==> config.mk <==
export PLATFORM = sky130hd
export DESIGN_NAME = stl_controller
export DESIGN_NICKNAME = d
export VERILOG_FILES = /design/src/design/stl_pkg.sv /design/src/design/stl_controller.sv
export VERILOG_INCLUDE_DIRS = /design/src /design/src/design
export SDC_FILE = /design/constraint.sdc
export NUM_CORES = 1
export LEC_CHECK = 0
export BUFFER_PORTS_ARGS = -buffer_cell sky130_fd_sc_hd__buf_4
export CAP_MARGIN = 20
export CORE_AREA = 2 2 39 41
export CTS_CLUSTER_DIAMETER = 150
export DETAILED_ROUTE_END_ITERATION = 7
export DIE_AREA = 0 0 41 43
export GPL_TIMING_DRIVEN = 0
export SKIP_LAST_GASP = 1
export SYNTH_ARGS = -nofsm -noshare
export SYNTH_HDL_FRONTEND = slang
export SYNTH_SLANG_ARGS = --single-unit
==> constraint.sdc <==
create_clock -name clock -period 1.49 [get_ports clock]
set_input_delay 0.0745 -clock clock [delete_from_list [all_inputs] [get_ports clock]]
set_output_delay 0.0745 -clock clock [all_outputs]
set_load 0.01 [all_outputs]
==> src/design/scrolling_tilemap_layer_defines.svh <==
// ----------------------------------------------------------------------------
// scrolling_tilemap_layer_defines.svh
// Assertion macros for the tile layer controller.
// ----------------------------------------------------------------------------
`ifndef SCROLLING_TILEMAP_LAYER_DEFINES_SVH
`define SCROLLING_TILEMAP_LAYER_DEFINES_SVH

// same-cycle implication
`define STL_ASSERT_NOW(label, clk, rst, ante, cons) \
   label: assert property (@(posedge clk) disable iff (rst) (ante) |-> (cons)) \
      else $error("tile layer check failed");

// next-cycle implication
`define STL_ASSERT_NEXT(label, clk, rst, ante, cons) \
   label: assert property (@(posedge clk) disable iff (rst) (ante) |=> (cons)) \
      else $error("tile layer check failed");

`endif

==> src/design/stl_pkg.sv <==
// ----------------------------------------------------------------------------
// stl_pkg
// Shared codes and controller/datapath interface types.
// ----------------------------------------------------------------------------
package stl_pkg;

   typedef enum logic [1:0] {
      FUNC_MAP_WR  = 2'd0,
      FUNC_ATTR_WR = 2'd1,
      FUNC_FRAME   = 2'd2,
      FUNC_STEP    = 2'd3
   } func_type;

   typedef enum logic [2:0] {
      CSR_TILE_W    = 3'd0,
      CSR_TILE_H    = 3'd1,
      CSR_MAP_W     = 3'd2,
      CSR_MAP_H     = 3'd3,
      CSR_EDGE_MODE = 3'd4,
      CSR_ID_MASK   = 3'd5,
      CSR_FLAG_MASK = 3'd6,
      CSR_TILE_LIM  = 3'd7
   } csr_type;

   typedef enum logic [1:0] {
      KIND_NONE  = 2'd0,
      KIND_FILL  = 2'd1,
      KIND_IMAGE = 2'd2
   } kind_type;

   localparam logic [7:0]  CODE_IMAGE  = 8'd1;
   localparam logic [7:0]  CODE_FILL_A = 8'd2;
   localparam logic [7:0]  CODE_FILL_B = 8'd5;
   localparam logic [12:0] EXTRA_TILES = 13'd2;

   // divider jobs, in issue order
   typedef enum logic [2:0] {
      OP_MODX, OP_DIVX, OP_SWX, OP_MODY, OP_DIVY, OP_SHY, OP_MX, OP_MY
   } op_type;

   typedef struct packed {
      logic   load_in;
      logic   wr_map;
      logic   wr_attr;
      logic   frame_clear;
      logic   frame_set;
      logic   div_start;
      logic   latch;
      op_type op;
      logic   map_rd;
      logic   attr_rd;
      logic   emit;
   } cmd_type;

   typedef struct packed {
      logic frame_active;
      logic size_zero;
      logic div_done;
   } status_type;

endpackage

==> src/design/stl_controller.sv <==
// ----------------------------------------------------------------------------
// stl_controller
// Sequencer for frame setup divides and the per-tile lookup.
// ----------------------------------------------------------------------------
`include "scrolling_tilemap_layer_defines.svh"

module stl_controller (
   input  logic                clock,
   input  logic                reset,
   input  logic                start,
   input  logic [1:0]          req_func,
   output logic                busy,
   output stl_pkg::cmd_type    cmd,
   input  stl_pkg::status_type status
);
   import stl_pkg::*;

   typedef enum logic [2:0] {
      S_IDLE, S_DIV_GO, S_DIV_WAIT, S_MAP, S_ATTR, S_OUT
   } state_type;

   state_type state_ff, state_in;
   op_type    op_ff, op_in;
   logic      accept;

   assign accept = start && (state_ff == S_IDLE);

   always_comb begin
      cmd      = '0;
      cmd.op   = op_ff;
      state_in = state_ff;
      op_in    = op_ff;
      unique case (state_ff)
         S_IDLE: begin
            if (accept) begin
               cmd.load_in = 1'b1;
               unique case (func_type'(req_func))
                  FUNC_MAP_WR:  cmd.wr_map  = 1'b1;
                  FUNC_ATTR_WR: cmd.wr_attr = 1'b1;
                  FUNC_FRAME: begin
                     if (status.size_zero) cmd.frame_clear = 1'b1;
                     else begin
                        op_in    = OP_MODX;
                        state_in = S_DIV_GO;
                     end
                  end
                  FUNC_STEP: begin
                     if (status.frame_active && !status.size_zero) begin
                        op_in    = OP_MX;
                        state_in = S_DIV_GO;
                     end
                  end
                  default: ;
               endcase
            end
         end
         S_DIV_GO: begin
            cmd.div_start = 1'b1;
            state_in      = S_DIV_WAIT;
         end
         S_DIV_WAIT: begin
            if (status.div_done) begin
               cmd.latch = 1'b1;
               unique case (op_ff)
                  OP_SHY: begin cmd.frame_set = 1'b1; state_in = S_IDLE; end
                  OP_MY:  state_in = S_MAP;
                  default: begin
                     op_in    = op_type'(op_ff + 3'd1);
                     state_in = S_DIV_GO;
                  end
               endcase
            end
         end
         S_MAP:  begin cmd.map_rd  = 1'b1; state_in = S_ATTR; end
         S_ATTR: begin cmd.attr_rd = 1'b1; state_in = S_OUT;  end
         S_OUT:  begin cmd.emit    = 1'b1; state_in = S_IDLE; end
         default: state_in = S_IDLE;
      endcase
   end

   always_ff @(posedge clock) begin
      if (reset) begin
         state_ff <= S_IDLE;
         op_ff    <= OP_MODX;
      end else begin
         state_ff <= state_in;
         op_ff    <= op_in;
      end
   end

   assign busy = (state_ff != S_IDLE);

   `STL_ASSERT_NEXT(a_out_returns, clock, reset, state_ff == S_OUT, state_ff == S_IDLE)
   `STL_ASSERT_NOW(a_done_waiting, clock, reset, status.div_done, state_ff == S_DIV_WAIT)
   `STL_ASSERT_NEXT(a_div_not_instant, clock, reset, cmd.div_start, !status.div_done)
   `STL_ASSERT_NOW(a_emit_frame, clock, reset, cmd.emit, status.frame_active)
endmodule

Word-level counts from Yosys, hierarchy flattened
Cells that the tools add are included.
W data, S select, Z words.
{"block": "classes", "n_addsub": 1, "eq_ne": 16, "mux": 29, "reduce_logical": 10}
{"op": "$mux W3", "n": 9}
{"op": "$pmux W3 S2", "n": 3}
{"op": "$pmux W3 S5", "n": 1}
{"op": "$mux W1", "n": 13}
{"op": "$eq A3 B3 Y1 const B", "n": 4}
{"op": "$mux W4", "n": 2}
{"op": "$reduce_and A7 Y1", "n": 1}
{"op": "$eq A3 B2 Y1 const B", "n": 2}
{"op": "$ne A2 B2 Y1 const B", "n": 3}
{"op": "$ne A3 B3 Y1 const B", "n": 2}
{"op": "$reduce_and A5 Y1", "n": 1}
{"op": "$eq A2 B2 Y1 const B", "n": 2}
{"op": "$pmux W2 S2", "n": 1}
{"op": "$add A3 B1 Y3 const B", "n": 1}
{"op": "$eq A3 B1 Y1 const B", "n": 1}
{"op": "$logic_not A3 Y1", "n": 1}
{"op": "$ne A3 B1 Y1 const B", "n": 1}
{"op": "$reduce_bool A3 Y1", "n": 1}
{"op": "$eq A2 B1 Y1 const B", "n": 1}
{"op": "$logic_and A1 B1 Y1", "n": 2}
{"op": "$logic_not A2 Y1", "n": 1}
{"op": "$reduce_bool A2 Y1", "n": 1}
{"op": "$reduce_or A2 Y1", "n": 1}
{"op": "$logic_not A1 Y1", "n": 1}
{"block": "word_totals", "ff_bits": 6, "input_bits": 8, "out_inout_bits": 14, "elab_cells": 58}

Logic depth before layout (Yosys ltp)
{"block": "logic_depth", "depth_word": 6, "depth_mapped": 6, "ltp_nobuf": 6}

Worst setup path before layout
No wires, ideal clock.
{"block": "synth_path", "path_kind": "register -> register", "from": "register op_ff[0]", "to": "register op_ff[0]", "setup_time_ps": 70, "arrival_time_ps": 1316, "t_required_ps": 1420, "slack_ps": 104, "path_stages_with_launch": 6, "n_path_buf": 0, "synth_period_minus_slack_ps": 1386, "cell_sequence": "dfxtp_1 > ha_1 > ha_1 > nand3b_2 > or2_1 > a21oi_1"}
{"block": "synth_between", "elab_chain_cells": 4, "word_cells_on_any_way": 9, "cone_classes": "add/sub (1); eq/ne (3); mux (3); reduce/logical (2)"}
{"item": "start, declared", "line_no": "stl_controller.sv:23", "rtl": "op_type op_ff, op_in;"}
{"item": "start signal, assigned", "line_no": "stl_controller.sv:87", "rtl": "op_ff <= op_in;"}
{"item": "$add A3 B1 Y3 / $eq A3 B3 Y1 (equally long branches)", "line_no": "stl_controller.sv:68, stl_controller.sv:64"}
{"item": "$mux W3 / $reduce_or A2 Y1 (equally long branches)"}
{"item": "$mux W3 / $ne A2 B2 Y1 (equally long branches)"}
{"item": "$pmux W3 S2 / $reduce_and A7 Y1 (equally long branches)"}
Several ways; a longest one is shown, not always the timed one. The select of a mux whose other input is x is not followed.
A chain may end at the register's enable or synchronous reset.

==> summary.txt <==
======================================================================================
Run status .............................................................. finished clean
Total negative slack for setup checks ...................................         0 ps
Area fraction in and, or, nand and nor cells after synthesis ............        0.389
Number of slew-limit violations in the final report .....................            0
Routability Congestion ..................................................        0.729
Layout-stage area growth over the synthesis result ......................        52.6%
Crit Path Max Fanout ....................................................            8
Hold Slack ..............................................................      35.2 ps
Class of the tightest hold or removal check .............................    in -> reg
Sinks on the clock net ..................................................            6
Depth of the worst register-to-register path ............................            5
Largest net degree at the start of global routing .......................            9
Final WL ................................................................      1010 um
Row count ...............................................................           14
Gate count after technology mapping .....................................           54
Slack of the critical path ..............................................      61.6 ps
Final layout net count ..................................................           91
Crit path largest cell delay ............................................       480 ps
Initial core utilization ................................................        0.309
Worst hold path depth ...................................................            2
Cell family contributing the most delay on the critical path ............   flip-flops
Design Power ............................................................       412 uW
Maximum level of the CTS H-tree .........................................            1
Highest Clock Rate ......................................................    0.700 GHz
Worst Setup Start Kind ..................................................     register
Number of warning messages in the yosys log .............................            0
DP Cell Count ...........................................................           91
Post-place setup slack ..................................................      49.6 ps
Final cell count without fillers ........................................           94
Adder-Cell Fraction of Synth Area .......................................       0.0877
CP bufs+invs ............................................................            1
Worst-Margin Slew .......................................................       293 ps
TritonCTS clock tree ....................................................         done
Antenna violations before repair ........................................            0
Final setup viols .......................................................            0
Required time at the endpoint of the critical path ......................      1420 ps
Crit. End Element .......................................................  output port
Total grt overflow ......................................................            0
PortBufs ................................................................           21
Multiplexer share of the synthesized area ...............................       0.0468
Final period utilization ................................................        0.959
Synthesized-area fraction occupied by ao, oa, aoi and oai cells .........        0.143
Fillcell total ..........................................................          145
Placed Instance Area ....................................................      606 um2
DR DRC count ............................................................            0
Rel. slew slack .........................................................        0.804
Final critical-path required period .....................................      1430 ps
Mapped cell area ........................................................      428 um2
Area of the die .........................................................     1760 um2
Total clock buffers created by CTS ......................................            3
Count of TritonRoute iterations in the first routing pass ...............            4
Area used by multi-input combinational logic ............................      308 um2
Detailed-route via count ................................................          475
Data arrival time at the worst-slack endpoint ...........................      1350 ps
Worst-path clk slew .....................................................        50 ps
Residual antenna-violating net count after detailed routing .............            0
Final Hold Vio Count ....................................................            0
Insertion delay to the later sink of the worst-skew pair ................       250 ps
Wire length of the first global-routing pass ............................      1570 um
Vias per inst ...........................................................         5.05
Sum of net half-perimeters after detailed placement .....................       780 um
Width of the die ........................................................        41 um
Most common cell after layout, fill and taps aside ......................        buf_4
Commonest cells after routing, fill and taps aside ...................... 21 x buf_4, 6 x inv_1, 4 x nor3_1, 4 x nor2_1, 4 x dfxtp_1
XOR/XNOR share of the synthesized area ..................................            0
CTS hold repair buffers .................................................            0
Final instance area .....................................................      653 um2
Vias in the first global route ..........................................          404
Static power due to leakage .............................................     0.315 nW
Total of flip-flops plus latches after synthesis ........................            6
Post-Route Utilization ..................................................        0.472
Cells along the critical path ........................................... and4bb_2, and3_1, buf_4
Clock root buffer master ................................................     clkbuf_4
Net count of the mapped netlist .........................................           65
Area of all sequential standard cells ...................................      123 um2
Critical setup path kind ................................................   reg -> out
Layout cell share with drive strength beyond 1 ..........................        0.397
Die height ..............................................................        43 um
Maximum resistive drop on vdd ...........................................       455 uV
Sequential share of the synthesized area ................................        0.281
Maximum number of buffers from clock root to sink .......................            2
Total of max-cap violations .............................................            0
Per-instance average area after synthesis ...............................     7.92 um2
Power density over the cells ............................................   630 nW/um2
Routed wirelength normalized by instance count ..........................      10.7 um
Final antenna diode count ...............................................            0
Global-route usage over all layers ......................................        0.130
Combinational family with the most area after synthesis ................. simple AND/OR/NAND/NOR gates
Library cell contributing the largest single delay on the critical path .      dfxtp_1
Detailed Route Iter0 Violations .........................................            5
Count of different cell masters after synthesis .........................           25
Setup repair after global routing missed its margin .....................         true
Core Area ...............................................................     1380 um2
Top-level I/O count .....................................................           22
Worst Clk Skew ..........................................................      1.50 ps
Total number of cells along the worst setup path ........................            3
======================================================================================
## layer usage
| layer | share of wire | track usage |
|---|---|---|
| met5 | 0 | 0 |
| met4 | 0.0079 | 0.0400 |
| met3 | 0.065 | 0.0628 |
| met2 | 0.50 | 0.200 |
| met1 | 0.43 | 0.151 |
## cell usage after synthesis
cell type / instances / area, um2
inv_1: 6 / 22.5
or2_1: 1 / 6.26
and3_1: 1 / 6.26
or3b_4: 1 / 11.3
o21a_1: 1 / 7.51
o211ai_1: 1 / 7.51
nor2b_1: 2 / 12.5
a311oi_1: 2 / 17.5
and2_1: 1 / 6.26
nor3b_1: 1 / 7.51
nor2_1: 4 / 15.0
and4bb_2: 1 / 12.5
a21oi_1: 3 / 15.0
nor3_1: 5 / 25.0
a211oi_1: 1 / 7.51
dfxtp_1: 6 / 120
a31oi_1: 1 / 6.26
nand3b_1: 1 / 7.51
nand3b_2: 1 / 11.3
nand4_1: 1 / 6.26
ha_1: 3 / 37.5
nand2_1: 4 / 15.0
nand3_1: 1 / 5.00
mux2i_1: 2 / 20.0
nand2b_1: 3 / 18.8
## final timing paths
| path | from | end | slack, ps |
|---|---|---|---|
| worst max-delay path | state_ff[0]$_SDFFE_PP0P_ | cmd[8] | 60 |
| worst min register to register | op_ff[2]$_SDFFE_PP0P_ | op_ff[2]$_SDFFE_PP0P_ | 510 |
| worst max register to register | op_ff[0]$_SDFFE_PP0P_ | op_ff[0]$_SDFFE_PP0P_ | 120 |
| worst min-delay path | reset | state_ff[2]$_SDFFE_PP0P_ | 40 |
## timing repair
action	in CTS	in global routing
pin swaps	0	1
buffers inserted	0	0
endpoints found under the hold margin	0	0
endpoints found under the setup margin	2	5
gates resized for setup	1	5
gates cloned	0	0
## registers in the layout (all words and copies together), names as in the netlist
register	cells
op_ff	3
state_ff	3
## logic make-up after synthesis
kind of cell	after synthesis
AND/OR/NAND/NOR	28
adder cells (fa/ha/maj)	3
flip-flops	6
buffers and inverters	6
multiplexers	2
AO/OA/AOI/OAI	9
## power by group
| part | switching [mW] | leakage, nW | internal, mW | total [mW] |
|---|---|---|---|---|
| clock | 0.0633 | 0.0138 | 0.0914 | 0.155 |
| combinational | 0.0378 | 0.252 | 0.0446 | 0.0824 |
| sequential | 0.00759 | 0.0497 | 0.167 | 0.174 |
## final cells by class
class / instances / area share
inverter: 6 / 0.0345
clock buffer: 3 / 0.0345
timing repair buffer: 21 / 0.241
tap: 16 / 0.0307
sequential: 6 / 0.188
multi-input combinational: 42 / 0.471
(Power assumes the default switching activity.)
